===== src/design/ils_pkg.sv =====
// ----------------------------------------------------------------------------
// Indicator lamp sequencer package
// Shared types, phase codes, register indexes and lamp masks.
// ----------------------------------------------------------------------------
package ils_pkg;

    localparam int unsigned PHASE_W = 4;
    localparam int unsigned TIME_W  = 32;
    localparam int unsigned DELAY_W = 16;
    localparam int unsigned LAMP_W  = 9;
    localparam int unsigned CFG_IDX_W = 2;

    // Sequencer phases
    localparam logic [PHASE_W-1:0] PH_OFF        = 4'd0;
    localparam logic [PHASE_W-1:0] PH_PWR_WAIT   = 4'd1;
    localparam logic [PHASE_W-1:0] PH_PWR_BLINK  = 4'd2;
    localparam logic [PHASE_W-1:0] PH_POWERED    = 4'd3;
    localparam logic [PHASE_W-1:0] PH_UNLOCKED   = 4'd4;
    localparam logic [PHASE_W-1:0] PH_BRK_CLOSED = 4'd5;
    localparam logic [PHASE_W-1:0] PH_LOCK_WAIT  = 4'd6;
    localparam logic [PHASE_W-1:0] PH_LAMP_WAIT  = 4'd7;
    localparam logic [PHASE_W-1:0] PH_LOCKED     = 4'd8;

    // Configuration register indexes
    localparam logic [CFG_IDX_W-1:0] REG_READY_DELAY   = 2'd0;
    localparam logic [CFG_IDX_W-1:0] REG_BLINK         = 2'd1;
    localparam logic [CFG_IDX_W-1:0] REG_LOCKING       = 2'd2;
    localparam logic [CFG_IDX_W-1:0] REG_BRK_LAMP_OFF  = 2'd3;

    localparam logic [DELAY_W-1:0] READY_DELAY_RST  = 16'd2000;
    localparam logic [DELAY_W-1:0] BLINK_RST        = 16'd200;
    localparam logic [DELAY_W-1:0] LOCKING_RST      = 16'd1000;
    localparam logic [DELAY_W-1:0] BRK_LAMP_OFF_RST = 16'd200;

    // Lamp masks, bit 0 is the breaker lamp
    localparam logic [LAMP_W-1:0] MASK_NONE    = 9'h000;
    localparam logic [LAMP_W-1:0] MASK_BREAKER = 9'h001;
    localparam logic [LAMP_W-1:0] MASK_POWERUP = 9'h043;
    localparam logic [LAMP_W-1:0] MASK_READY   = 9'h003;
    localparam logic [LAMP_W-1:0] MASK_ALL     = 9'h1FF;
    localparam logic [LAMP_W-1:0] MASK_CLOSED  = 9'h02B;
    localparam logic [LAMP_W-1:0] MASK_LOCKED  = 9'h002;

    typedef struct packed {
        logic [DELAY_W-1:0] ready_delay_ms;
        logic [DELAY_W-1:0] blink_ms;
        logic [DELAY_W-1:0] locking_ms;
        logic [DELAY_W-1:0] breaker_lamp_off_ms;
    } cfg_t;

    typedef struct packed {
        logic               breaker_locked;
        logic               breaker_closed;
        logic               panel_unlocked;
        logic               battery_closed;
        logic [TIME_W-1:0]  now_ms;
    } item_t;

    typedef struct packed {
        logic [PHASE_W-1:0] phase;
        logic [TIME_W-1:0]  start_ms;
        logic               emit;
        logic [LAMP_W-1:0]  lamp_mask;
    } step_t;

endpackage


===== src/design/ils_cfg_regs.sv =====
// ----------------------------------------------------------------------------
// Indicator lamp sequencer configuration registers
// Holds the four delay settings, written through a plain write port.
// ----------------------------------------------------------------------------
module ils_cfg_regs
(
    input  logic                            clk,
    input  logic                            rst_n,
    input  logic                            cfg_we,
    input  logic [ils_pkg::CFG_IDX_W-1:0]   cfg_index,
    input  logic [ils_pkg::DELAY_W-1:0]     cfg_wdata,
    output ils_pkg::cfg_t                   cfg
);

    ils_pkg::cfg_t cfg_reg;

    always_ff @(posedge clk or negedge rst_n)
    begin
        if (!rst_n)
        begin
            cfg_reg.ready_delay_ms      <= ils_pkg::READY_DELAY_RST;
            cfg_reg.blink_ms            <= ils_pkg::BLINK_RST;
            cfg_reg.locking_ms          <= ils_pkg::LOCKING_RST;
            cfg_reg.breaker_lamp_off_ms <= ils_pkg::BRK_LAMP_OFF_RST;
        end
        else if (cfg_we)
        begin
            unique case (cfg_index)
                ils_pkg::REG_READY_DELAY:  cfg_reg.ready_delay_ms      <= cfg_wdata;
                ils_pkg::REG_BLINK:        cfg_reg.blink_ms            <= cfg_wdata;
                ils_pkg::REG_LOCKING:      cfg_reg.locking_ms          <= cfg_wdata;
                ils_pkg::REG_BRK_LAMP_OFF: cfg_reg.breaker_lamp_off_ms <= cfg_wdata;
                default:                   cfg_reg <= cfg_reg;
            endcase
        end
    end

    assign cfg = cfg_reg;

endmodule


===== src/design/ils_step_logic.sv =====
// ----------------------------------------------------------------------------
// Indicator lamp sequencer step logic
// Next phase, phase start time and lamp update for one registered item.
// ----------------------------------------------------------------------------
module ils_step_logic
(
    input  logic [ils_pkg::PHASE_W-1:0] phase,
    input  logic [ils_pkg::TIME_W-1:0]  start_ms,
    input  ils_pkg::cfg_t               cfg,
    input  ils_pkg::item_t              item,
    output ils_pkg::step_t              step
);

    logic [ils_pkg::DELAY_W-1:0] delay;
    logic [ils_pkg::TIME_W-1:0]  deadline;
    logic                        elapsed;

    // Only one timed phase is active at a time, so one adder serves all.
    always_comb
    begin
        case (phase)
            ils_pkg::PH_PWR_WAIT:  delay = cfg.ready_delay_ms;
            ils_pkg::PH_PWR_BLINK: delay = cfg.blink_ms;
            ils_pkg::PH_LOCK_WAIT: delay = cfg.locking_ms;
            default:               delay = cfg.breaker_lamp_off_ms;
        endcase
    end

    assign deadline = start_ms + {{(ils_pkg::TIME_W-ils_pkg::DELAY_W){1'b0}}, delay};
    assign elapsed  = item.now_ms > deadline;

    always_comb
    begin
        step.phase     = phase;
        step.start_ms  = start_ms;
        step.emit      = 1'b0;
        step.lamp_mask = ils_pkg::MASK_NONE;

        unique case (phase)
            ils_pkg::PH_OFF:
            begin
                if (item.battery_closed)
                begin
                    step.emit      = 1'b1;
                    step.lamp_mask = ils_pkg::MASK_BREAKER;
                    step.start_ms  = item.now_ms;
                    step.phase     = ils_pkg::PH_PWR_WAIT;
                end
            end
            ils_pkg::PH_PWR_WAIT:
            begin
                if (!item.battery_closed)
                begin
                    step.emit  = 1'b1;
                    step.phase = ils_pkg::PH_OFF;
                end
                else if (elapsed)
                begin
                    step.emit      = 1'b1;
                    step.lamp_mask = ils_pkg::MASK_POWERUP;
                    step.start_ms  = item.now_ms;
                    step.phase     = ils_pkg::PH_PWR_BLINK;
                end
            end
            ils_pkg::PH_PWR_BLINK:
            begin
                if (!item.battery_closed)
                begin
                    step.emit  = 1'b1;
                    step.phase = ils_pkg::PH_OFF;
                end
                else if (elapsed)
                begin
                    step.emit      = 1'b1;
                    step.lamp_mask = ils_pkg::MASK_READY;
                    step.phase     = ils_pkg::PH_POWERED;
                end
            end
            ils_pkg::PH_POWERED:
            begin
                if (!item.battery_closed)
                begin
                    step.emit  = 1'b1;
                    step.phase = ils_pkg::PH_OFF;
                end
                else if (item.panel_unlocked)
                begin
                    step.emit      = 1'b1;
                    step.lamp_mask = ils_pkg::MASK_ALL;
                    step.phase     = ils_pkg::PH_UNLOCKED;
                end
            end
            ils_pkg::PH_UNLOCKED:
            begin
                if (!item.battery_closed)
                begin
                    step.emit  = 1'b1;
                    step.phase = ils_pkg::PH_OFF;
                end
                else if (!item.panel_unlocked)
                begin
                    step.emit      = 1'b1;
                    step.lamp_mask = ils_pkg::MASK_READY;
                    step.phase     = ils_pkg::PH_POWERED;
                end
                else if (item.breaker_closed)
                begin
                    step.emit      = 1'b1;
                    step.lamp_mask = ils_pkg::MASK_CLOSED;
                    step.phase     = ils_pkg::PH_BRK_CLOSED;
                end
            end
            ils_pkg::PH_BRK_CLOSED:
            begin
                if (!item.battery_closed)
                begin
                    step.emit  = 1'b1;
                    step.phase = ils_pkg::PH_OFF;
                end
                else if (!item.breaker_closed)
                begin
                    step.emit      = 1'b1;
                    step.lamp_mask = ils_pkg::MASK_ALL;
                    step.phase     = ils_pkg::PH_UNLOCKED;
                end
                else if (item.breaker_locked)
                begin
                    // Locking starts without a lamp update.
                    step.start_ms = item.now_ms;
                    step.phase    = ils_pkg::PH_LOCK_WAIT;
                end
            end
            ils_pkg::PH_LOCK_WAIT:
            begin
                // The battery switch is ignored while the breaker locks.
                if (elapsed)
                begin
                    step.emit      = 1'b1;
                    step.lamp_mask = ils_pkg::MASK_READY;
                    step.start_ms  = item.now_ms;
                    step.phase     = ils_pkg::PH_LAMP_WAIT;
                end
            end
            ils_pkg::PH_LAMP_WAIT:
            begin
                if (elapsed)
                begin
                    step.emit      = 1'b1;
                    step.lamp_mask = ils_pkg::MASK_LOCKED;
                    step.phase     = ils_pkg::PH_LOCKED;
                end
            end
            ils_pkg::PH_LOCKED:
            begin
                if (!item.battery_closed)
                begin
                    step.emit  = 1'b1;
                    step.phase = ils_pkg::PH_OFF;
                end
                else if (!item.breaker_closed)
                begin
                    step.emit      = 1'b1;
                    step.lamp_mask = ils_pkg::MASK_ALL;
                    step.phase     = ils_pkg::PH_UNLOCKED;
                end
            end
            default:
            begin
                step.phase = ils_pkg::PH_OFF;
            end
        endcase
    end

endmodule


===== src/design/indicator_lamp_sequencer_top.sv =====
// ----------------------------------------------------------------------------
// Indicator lamp sequencer top level
// Cab lamp sequencer: one switch/time beat in, at most one lamp mask out.
// ----------------------------------------------------------------------------
//  Channel   Direction  Payload
//  s_axis    in         tdata: now_ms[31:0], battery_closed, panel_unlocked,
//                       breaker_closed, breaker_locked (40 bits)
//  m_axis    out        tdata: lamp_mask[8:0] (16 bits)
//  cfg       in         write enable, register index, 16-bit data
//
//  Each beat sits in the input register while the step logic works on it;
//  its lamp update (if any) is registered when the step fires. A new beat
//  is taken each cycle unless the output stalls; phase_reg closes the loop.
//  A stalled output holds the step stage only while a result waits in the
//  output register; reset returns to the off phase with default delays.
// ----------------------------------------------------------------------------
module indicator_lamp_sequencer_top
(
    input  logic        clk,
    input  logic        rst_n,
    input  logic        s_tvalid,
    output logic        s_tready,
    input  logic [39:0] s_tdata,   // now_ms, battery_closed, panel_unlocked,
                                   // breaker_closed, breaker_locked, zeros
    output logic        m_tvalid,
    input  logic        m_tready,
    output logic [15:0] m_tdata,   // lamp_mask, zeros
    input  logic        cfg_we,
    input  logic [1:0]  cfg_index,
    input  logic [15:0] cfg_wdata
);

    ils_pkg::cfg_t                cfg;
    ils_pkg::item_t               item_reg;
    logic                         in_valid_reg;
    logic [ils_pkg::PHASE_W-1:0]  phase_reg;
    logic [ils_pkg::TIME_W-1:0]   start_reg;
    logic                         out_valid_reg;
    logic [ils_pkg::LAMP_W-1:0]   lamp_reg;
    ils_pkg::step_t               step;
    logic                         out_free;
    logic                         step_fire;

    ils_cfg_regs u_cfg
    (
        .clk       (clk),
        .rst_n     (rst_n),
        .cfg_we    (cfg_we),
        .cfg_index (cfg_index),
        .cfg_wdata (cfg_wdata),
        .cfg       (cfg)
    );

    ils_step_logic u_step
    (
        .phase    (phase_reg),
        .start_ms (start_reg),
        .cfg      (cfg),
        .item     (item_reg),
        .step     (step)
    );

    assign out_free  = !out_valid_reg || m_tready;
    assign step_fire = in_valid_reg && out_free;
    assign s_tready  = !in_valid_reg || step_fire;

    always_ff @(posedge clk or negedge rst_n)
    begin
        if (!rst_n)
        begin
            in_valid_reg  <= 1'b0;
            out_valid_reg <= 1'b0;
            phase_reg     <= ils_pkg::PH_OFF;
            start_reg     <= '0;
        end
        else
        begin
            if (s_tready)
            begin
                in_valid_reg <= s_tvalid;
            end
            if (step_fire)
            begin
                out_valid_reg <= step.emit;
                phase_reg     <= step.phase;
                start_reg     <= step.start_ms;
            end
            else if (m_tready)
            begin
                out_valid_reg <= 1'b0;
            end
        end
    end

    always_ff @(posedge clk)
    begin
        if (s_tready && s_tvalid)
        begin
            item_reg <= s_tdata[35:0];
        end
        if (step_fire && step.emit)
        begin
            lamp_reg <= step.lamp_mask;
        end
    end

    assign m_tvalid = out_valid_reg;
    assign m_tdata  = {{(16-ils_pkg::LAMP_W){1'b0}}, lamp_reg};

    // Only the nine defined phases are ever stored.
    a_phase_legal: assert property (@(posedge clk) disable iff (!rst_n)
        phase_reg <= ils_pkg::PH_LOCKED)
        else $error("phase register holds an undefined code");

    // Turning the battery on from off lights the breaker lamp next cycle.
    a_power_on: assert property (@(posedge clk) disable iff (!rst_n)
        step_fire && phase_reg == ils_pkg::PH_OFF && item_reg.battery_closed
        |=> m_tvalid && m_tdata[8:0] == ils_pkg::MASK_BREAKER)
        else $error("power-on beat did not show the breaker lamp");

    // Any drop back to off shows all lamps dark.
    a_drop_off: assert property (@(posedge clk) disable iff (!rst_n)
        step_fire && phase_reg != ils_pkg::PH_OFF && step.phase == ils_pkg::PH_OFF
        |=> m_tvalid && m_tdata[8:0] == ils_pkg::MASK_NONE)
        else $error("drop to off did not clear the lamps");

    // Locking starts silently and the start time follows the beat.
    a_lock_start: assert property (@(posedge clk) disable iff (!rst_n)
        step_fire && phase_reg == ils_pkg::PH_BRK_CLOSED
        && step.phase == ils_pkg::PH_LOCK_WAIT
        |=> !m_tvalid && start_reg == $past(item_reg.now_ms))
        else $error("locking start produced a beat or lost its start time");

    // An empty input register never blocks the slave side.
    a_in_ready: assert property (@(posedge clk) disable iff (!rst_n)
        !in_valid_reg |-> s_tready)
        else $error("input stalled with an empty input register");

endmodule

===== config.mk =====
export PLATFORM = sky130hd
export DESIGN_NAME = indicator_lamp_sequencer_top
export DESIGN_NICKNAME = d
export VERILOG_FILES = /design/src/design/ils_pkg.sv /design/src/design/ils_cfg_regs.sv /design/src/design/ils_step_logic.sv /design/src/design/indicator_lamp_sequencer_top.sv
export SDC_FILE = /design/constraint.sdc
export NUM_CORES = 1
export LEC_CHECK = 0
export ABC_AREA = 1
export BUFFER_PORTS_ARGS = -buffer_cell sky130_fd_sc_hd__buf_2
export CAP_MARGIN = 20
export CORE_MARGIN = 2
export CORE_UTILIZATION = 25
export DETAILED_ROUTE_END_ITERATION = 10
export GPL_TIMING_DRIVEN = 1
export PLACE_DENSITY = 0.43
export RECOVER_POWER = 25
export SYNTH_ARGS = -nofsm -noshare
export SYNTH_HDL_FRONTEND = slang
export SYNTH_SLANG_ARGS = --single-unit

===== constraint.sdc =====
create_clock -name clk -period 5.5 [get_ports clk]
set_clock_uncertainty 0.05 [all_clocks]
set_input_delay 0.55 -clock clk [delete_from_list [all_inputs] [get_ports clk]]
set_output_delay 0.55 -clock clk [all_outputs]
set_load 0.05 [all_outputs]

### Yosys cells after proc, flatten, opt, wreduce, memory -nomap -nowiden

Cells that the tools add are included.

| storage, ports and cells | value |
|---|---|
| word-level logic and storage cells | 101 |
| flip-flop bits (word level) | 147 |

| cells by class | value |
|---|---|
| reductions and logical operators | 18 |
| add/sub/neg operators | 1 |
| equal/unequal tests | 25 |
| mux-type cells | 42 |
| order comparisons | 1 |

Operators with widths:

| kind | count |
|---|---|
| $mux 46 | 3 |
| $pmux 32 s4 | 1 |
| $mux 32 | 3 |
| $pmux 10 s8 | 1 |
| $mux 10 | 6 |
| $mux 4 | 13 |
| $pmux 16 s3 | 1 |
| $mux 9 | 5 |
| $mux 36 | 1 |
| $pmux 4 s9 | 1 |
| $add 32x16->32 | 1 |
| $gt 32x32->1 | 1 |
| $eq 4x3->1 const B | 4 |
| $ne 2x2->1 const B | 5 |
| $reduce_and 10->1 | 1 |
| $reduce_and 9->1 | 1 |
| $eq 4x2->1 const B | 2 |
| $ne 4x4->1 const B | 2 |
| $reduce_and 2->1 | 4 |
| $mux 1 | 7 |
| $ne 2x1->1 const B | 3 |
| $ne 3x2->1 const B | 2 |
| $ne 3x3->1 const B | 2 |
| $eq 2x2->1 const B | 2 |
| 11 further kinds | 15 |

### Longest topological paths before layout

| depth | value |
|---|---|
| word-level depth | 8 |
| gate-level depth with buffers | 33 |
| gate-level depth less buffers | 33 |

### Modules after synthesis

From an unflattened synthesis, not the netlist that was laid out.

| second synthesis, totals | value |
|---|---|
| cell total of the unflattened synthesis | 1533 |
| area total of the unflattened synthesis | 10822.9 um2 |

By module, submodules not included:

| module | cells an instance | instances | area each (um2) |
|---|---|---|---|
| ils_step_logic | 1027 | 1 | 5240.0 |
| indicator_lamp_sequencer_top | 221 | 1 | 2949.1 |
| ils_cfg_regs | 285 | 1 | 2633.8 |

### Worst setup path after synthesis

No wires, ideal clock.

| timing path | value |
|---|---|
| kind | register -> register |
| from | reg phase_reg[3] (netlist name) |
| to | reg lamp_reg[0] (netlist name) (enable) |
| data required time | 5.141 ns |
| library setup time | 0.309 ns |
| path slack | 0.981 ns |
| stages on the path, launching flop included | 31 |
| clock period less this slack | 4.519 ns |
| arrival time | 4.160 ns |
| path buffers | 1 |
| path through | dfrtp_1 > nor2_1 > nand2_1 > inv_2 > a21oi_1 > inv_2 > buf_2 > a41oi_1 > ha_1 > fa_1 > nand3_1 > nand3_1 > a21oi_1 > o21ai_2 > nand3_1 > nand2_1 > nand2_1 > xor2_1 > ha_1 > nand2_1 > nor2_1 > nand3b_1 > nor3b_2 > nand2_1 > nand2_1 > nand2_2 > nand2_1 > o21ai_0 > nand2_1 > nand2_1 > inv_1 |

| between the ends | value |
|---|---|
| longest elaborated chain between the ends | 8 |
| elaborated cells between the ends (all ways) | 21 |
| classes of those cells | add/sub: 1; order compare: 1; eq/ne: 8; mux: 8; reduce/logical: 3 |

Ends and longest elaborated chain:

| what | RTL line | text |
|---|---|---|
| from (decl) | indicator_lamp_sequencer_top.sv:36 | `logic [ils_pkg::PHASE_W-1:0] phase_reg;` |
| from (signal assigned) | indicator_lamp_sequencer_top.sv:73 | `phase_reg <= ils_pkg::PH_OFF;` |
| from (signal assigned) | indicator_lamp_sequencer_top.sv:85 | `phase_reg <= step.phase;` |
| $eq 4x3->1, or another cell as far along | ils_step_logic.sv:21, ils_step_logic.sv:39 |  |
| $pmux 16 s3 | ils_step_logic.sv:21 | `case (phase)` |
| $add 32x16->32 | ils_step_logic.sv:29 | `assign deadline = start_ms + {{(ils_pkg::TIME_W-ils_pkg::DELAY_W){1'b0}}, delay};` |
| $gt 32x32->1 | ils_step_logic.sv:30 | `assign elapsed = item.now_ms > deadline;` |
| $mux 10 / $mux 46 (equally long branches) | ils_step_logic.sv:72, ils_step_logic.sv:57 |  |
| $mux 1, on equally long branches | ils_step_logic.sv:67, ils_step_logic.sv:52 |  |
| $pmux 10 s8 * | ils_step_logic.sv:39 | `unique case (phase)` |
| $logic_and 1x1->1 * | indicator_lamp_sequencer_top.sv:101 | `if (step_fire && step.emit)` |
| to (signal assigned) | indicator_lamp_sequencer_top.sv:103 | `lamp_reg <= step.lamp_mask;` |
| to (decl) | indicator_lamp_sequencer_top.sv:39 | `logic [ils_pkg::LAMP_W-1:0] lamp_reg;` |

Mark *: on every way between the ends. The rest lies on a longest branch, timed or not. The select of a mux whose other input is x is not followed.
A chain may end at the register's enable or synchronous reset.

### Final worst setup path

| timing path | value |
|---|---|
| from | reg phase_reg[3] (netlist name) |
| to | reg phase_reg[2] (netlist name) |

| between the ends | value |
|---|---|
| longest elaborated chain between the ends | 6 |
| elaborated cells between the ends (all ways) | 23 |
| classes of those cells | add/sub: 1; order compare: 1; eq/ne: 17; mux: 2; reduce/logical: 2 |

Ends and longest elaborated chain:

| what | RTL line |
|---|---|
| $eq 4x3->1, or another cell as far along | ils_step_logic.sv:21, ils_step_logic.sv:39 |
| $pmux 16 s3 | ils_step_logic.sv:21 |
| $add 32x16->32 | ils_step_logic.sv:29 |
| $gt 32x32->1 | ils_step_logic.sv:30 |
| $ne 3x2->1 (no source line) / $ne 2x1->1 (equally long branches) | -- |
| $reduce_and 10->1 (no source line) | -- |

Several ways; a longest one is shown, not always the timed one.

==> qor.txt <==
Status: complete, but fails checks
Failing checks: capacitance limit, slew limit
Total power: 5.62 mW
Vias/cell: 4.41
Yosys reg bits: 143
Crit path kind: reg -> reg
Final min period: 4.98 ns
Skew-Pair Late Insertion Delay: 0.44 ns
Initial core utilization: 25.4%
Die Ht: 181 µm
CP max-delay cell: dfrtp_1
Drt first pass iters: 5
Number of buffers created by CTS: 17
RSZ-0062 raised after global routing: false
PwrDens: 594 nW/µm²
# setup viols final: 0
Vias: 6236
Residual DRC count: 0
EDFF count, synth: 41
Core Box Area: 30700 µm²
CTS Root Cell: clkbuf_16
Top cells by area, synth: dfrtp_1 27%, edfxtp_1 16%, nand2_1 14%
Setup TNS: 0 ns
R2R setup slack: 0.52 ns
Largest net degree at the start of global routing: 63
Slowest stage delay, CP: 0.43 ns
Fin crit share: 90.5%
Clock Sinks: 143
Port bufs: 69
GRT overflow: 0
CP Launch Type: flip-flop
Fin cells: 1414
Worst-Margin Slew: 3.72 ns
Crit path required time: 5.77 ns
FILL cells: 3278
First-pass GRT wire length: 33.6 mm
CP endpoint kind: flip-flop
Slew HR: -148%
Slew Limit Fails: 63
Clk slew on worst S/H paths: 0.07 ns
Diode count: 0
Total Wirelength: 20.6 mm
# rows: 64
Area share of the largest cell type after synthesis: 27.0%
Cell Area, Synth: 7800 µm²
CP Max Fanout: 8
Gate Count Post-Synth: 911
H-tree levels: 4
Area leader, netlist: dfrtp_1
Die Wd: 181 µm
Final ANT Viol Nets: 0
IO Count: 81
Area delta synth->final: 21.4%
Max-cap viol count: 1
Sequential fraction of the synthesis area: 48.8%
HPWL Detailed: 14.4 mm
P_leak: 4.31 nW
Worst Path Arrival: 5.25 ns
Clock tree buffer depth: 2
Max VDD drop: 0.000264 V
Synthesized area per cell: 8.56 µm²
1st-iter DRT viols: 396
Register Area: 3810 µm²
TritonCTS clock tree: done
Hold crit path type: in -> reg
Cts hold-fix bufs: 0
GP Congestion: 0.797
WL/cell: 14.6 µm
Asr flop ratio synth: 71.3%
Most numerous cell on the critical path: nand2_1
Layout cell share with drive strength beyond 1: 17.2%
Vias in the first global route: 6111
Initial antenna violation count: 0
Post-synthesis cell type count: 41
Fmax: 201 MHz
Die area: 32600 µm²
Synth warn: 0
Placed insts: 1378
Multi-input logic area: 3590 µm²
Total GRT Usage: 13.2%
Dominant synthesized flop cell: dfrtp_1
NumNets Final: 1117
Max reg flops: 64
Hold Fails Final Rpt: 0
==> path summary, 6_finish.rpt <==
| kind | start | end | cells after the start |
|---|---|---|---|
| max reg2reg | phase_reg[3] | phase_reg[2] | 28 |
| min in group asynchronous | rst_n | start_reg[10] | 1 |
| min | s_tdata[9] | item_reg[9] | 1 |
| min reg2reg | start_reg[13] | start_reg[13] | 2 |
| max | phase_reg[3] | phase_reg[2] | 28 |
| max in group asynchronous | rst_n | phase_reg[0] | 2 |
==> cells in the mapped netlist, types with 14 or more instances <==
cell type and count:
ha_1 48, o21ai_0 83, nor2_1 54, edfxtp_1 41, a21oi_1 38, a41oi_1 14, nor3_1 16, dfrtp_1 84
dfstp_2 18, nand3_1 51, nand2_1 283, inv_1 62, buf_4 14
==> logic make-up (layout without fill, tap and decap cells) <==
group / after synthesis / after routing / share of synthesized area [%]
AO/OA/AOI/OAI: 158 / 158 / 11.5
XOR/XNOR: 25 / 25 / 2.81
adder cells (fa/ha/maj): 49 / 49 / 7.96
buffers and inverters: 105 / 206 / 5.90
flip-flops: 143 / 143 / 48.8
other: 1 / 7 / 0.0481
AND/OR/NAND/NOR: 430 / 430 / 23.0
==> timing repair <==
| action | CTS | global route |
|---|---|---|
| setup buffers | 0 | 2 |
| setup endpoints to repair | 0 | 45 |
| endpoints found under the hold margin | 0 | 0 |
| resized for setup | 0 | 16 |
==> metal layers <==
layer / up-vias / track usage [%] / share of wire (%)
li1: 3228 / - / -
met1: 2902 / 18.4 / 51
met2: 94 / 21.0 / 45
met3: 12 / 2.45 / 3.1
met4: 0 / 3.39 / 1.0
met5: - / 0 / 0
==> power breakdown <==
part	internal [mW]	total [mW]	switching [mW]	leakage (nW)
Clock	0.618	1.19	0.572	0.294
Sequential	1.38	1.57	0.192	1.63
Combinational	1.13	2.86	1.73	2.38
==> metrics by stage <==
stage                     worst slack (ns)  cell area, µm²  hold WS (ns)  utilization (%)
after floorplan                      0.981            7820         0.204                -
after global placement               0.230            8750         0.414             28.5
after detailed placement             0.196            8750         0.419             28.5
after CTS                            0.165            9360         0.207             30.5
after global routing                0.0102            9470         0.212             30.9
final                                0.523            9470         0.233             30.9
==> worst max-delay path, delay by kind of cell (launching register included) <==
| kind | cells | cell delay [ns] |
|---|---|---|
| compound gates | 7 | 1.34 |
| xor+xnor | 1 | 0.13 |
| buf+inv | 5 | 0.76 |
| fa+ha+maj | 2 | 0.68 |
| flops | 1 | 0.43 |
| simple gates | 13 | 1.47 |
==> placed cells by master (no fill, tap or decap), types with 35 or more instances in the layout <==
master and instances:
buf_2 63, dfrtp_1 83, o21ai_0 81, inv_1 61
nor2_1 51, ha_1 48, nand2_1 282, nand3_1 50
edfxtp_1 41, a21oi_1 35
==> area by class of cell <==
cell class | count | share of cell area (%)
Timing Repair Buffer | 108 | 7.52
Clock buffer | 17 | 4.49
Sequential cell | 143 | 40.2
Tap cell | 396 | 5.23
Inverter | 66 | 2.62
Multi-Input combinational cell | 669 | 37.9
Clock inverter | 15 | 1.98
No activity file was read; power rests on OpenSTA's default activity.
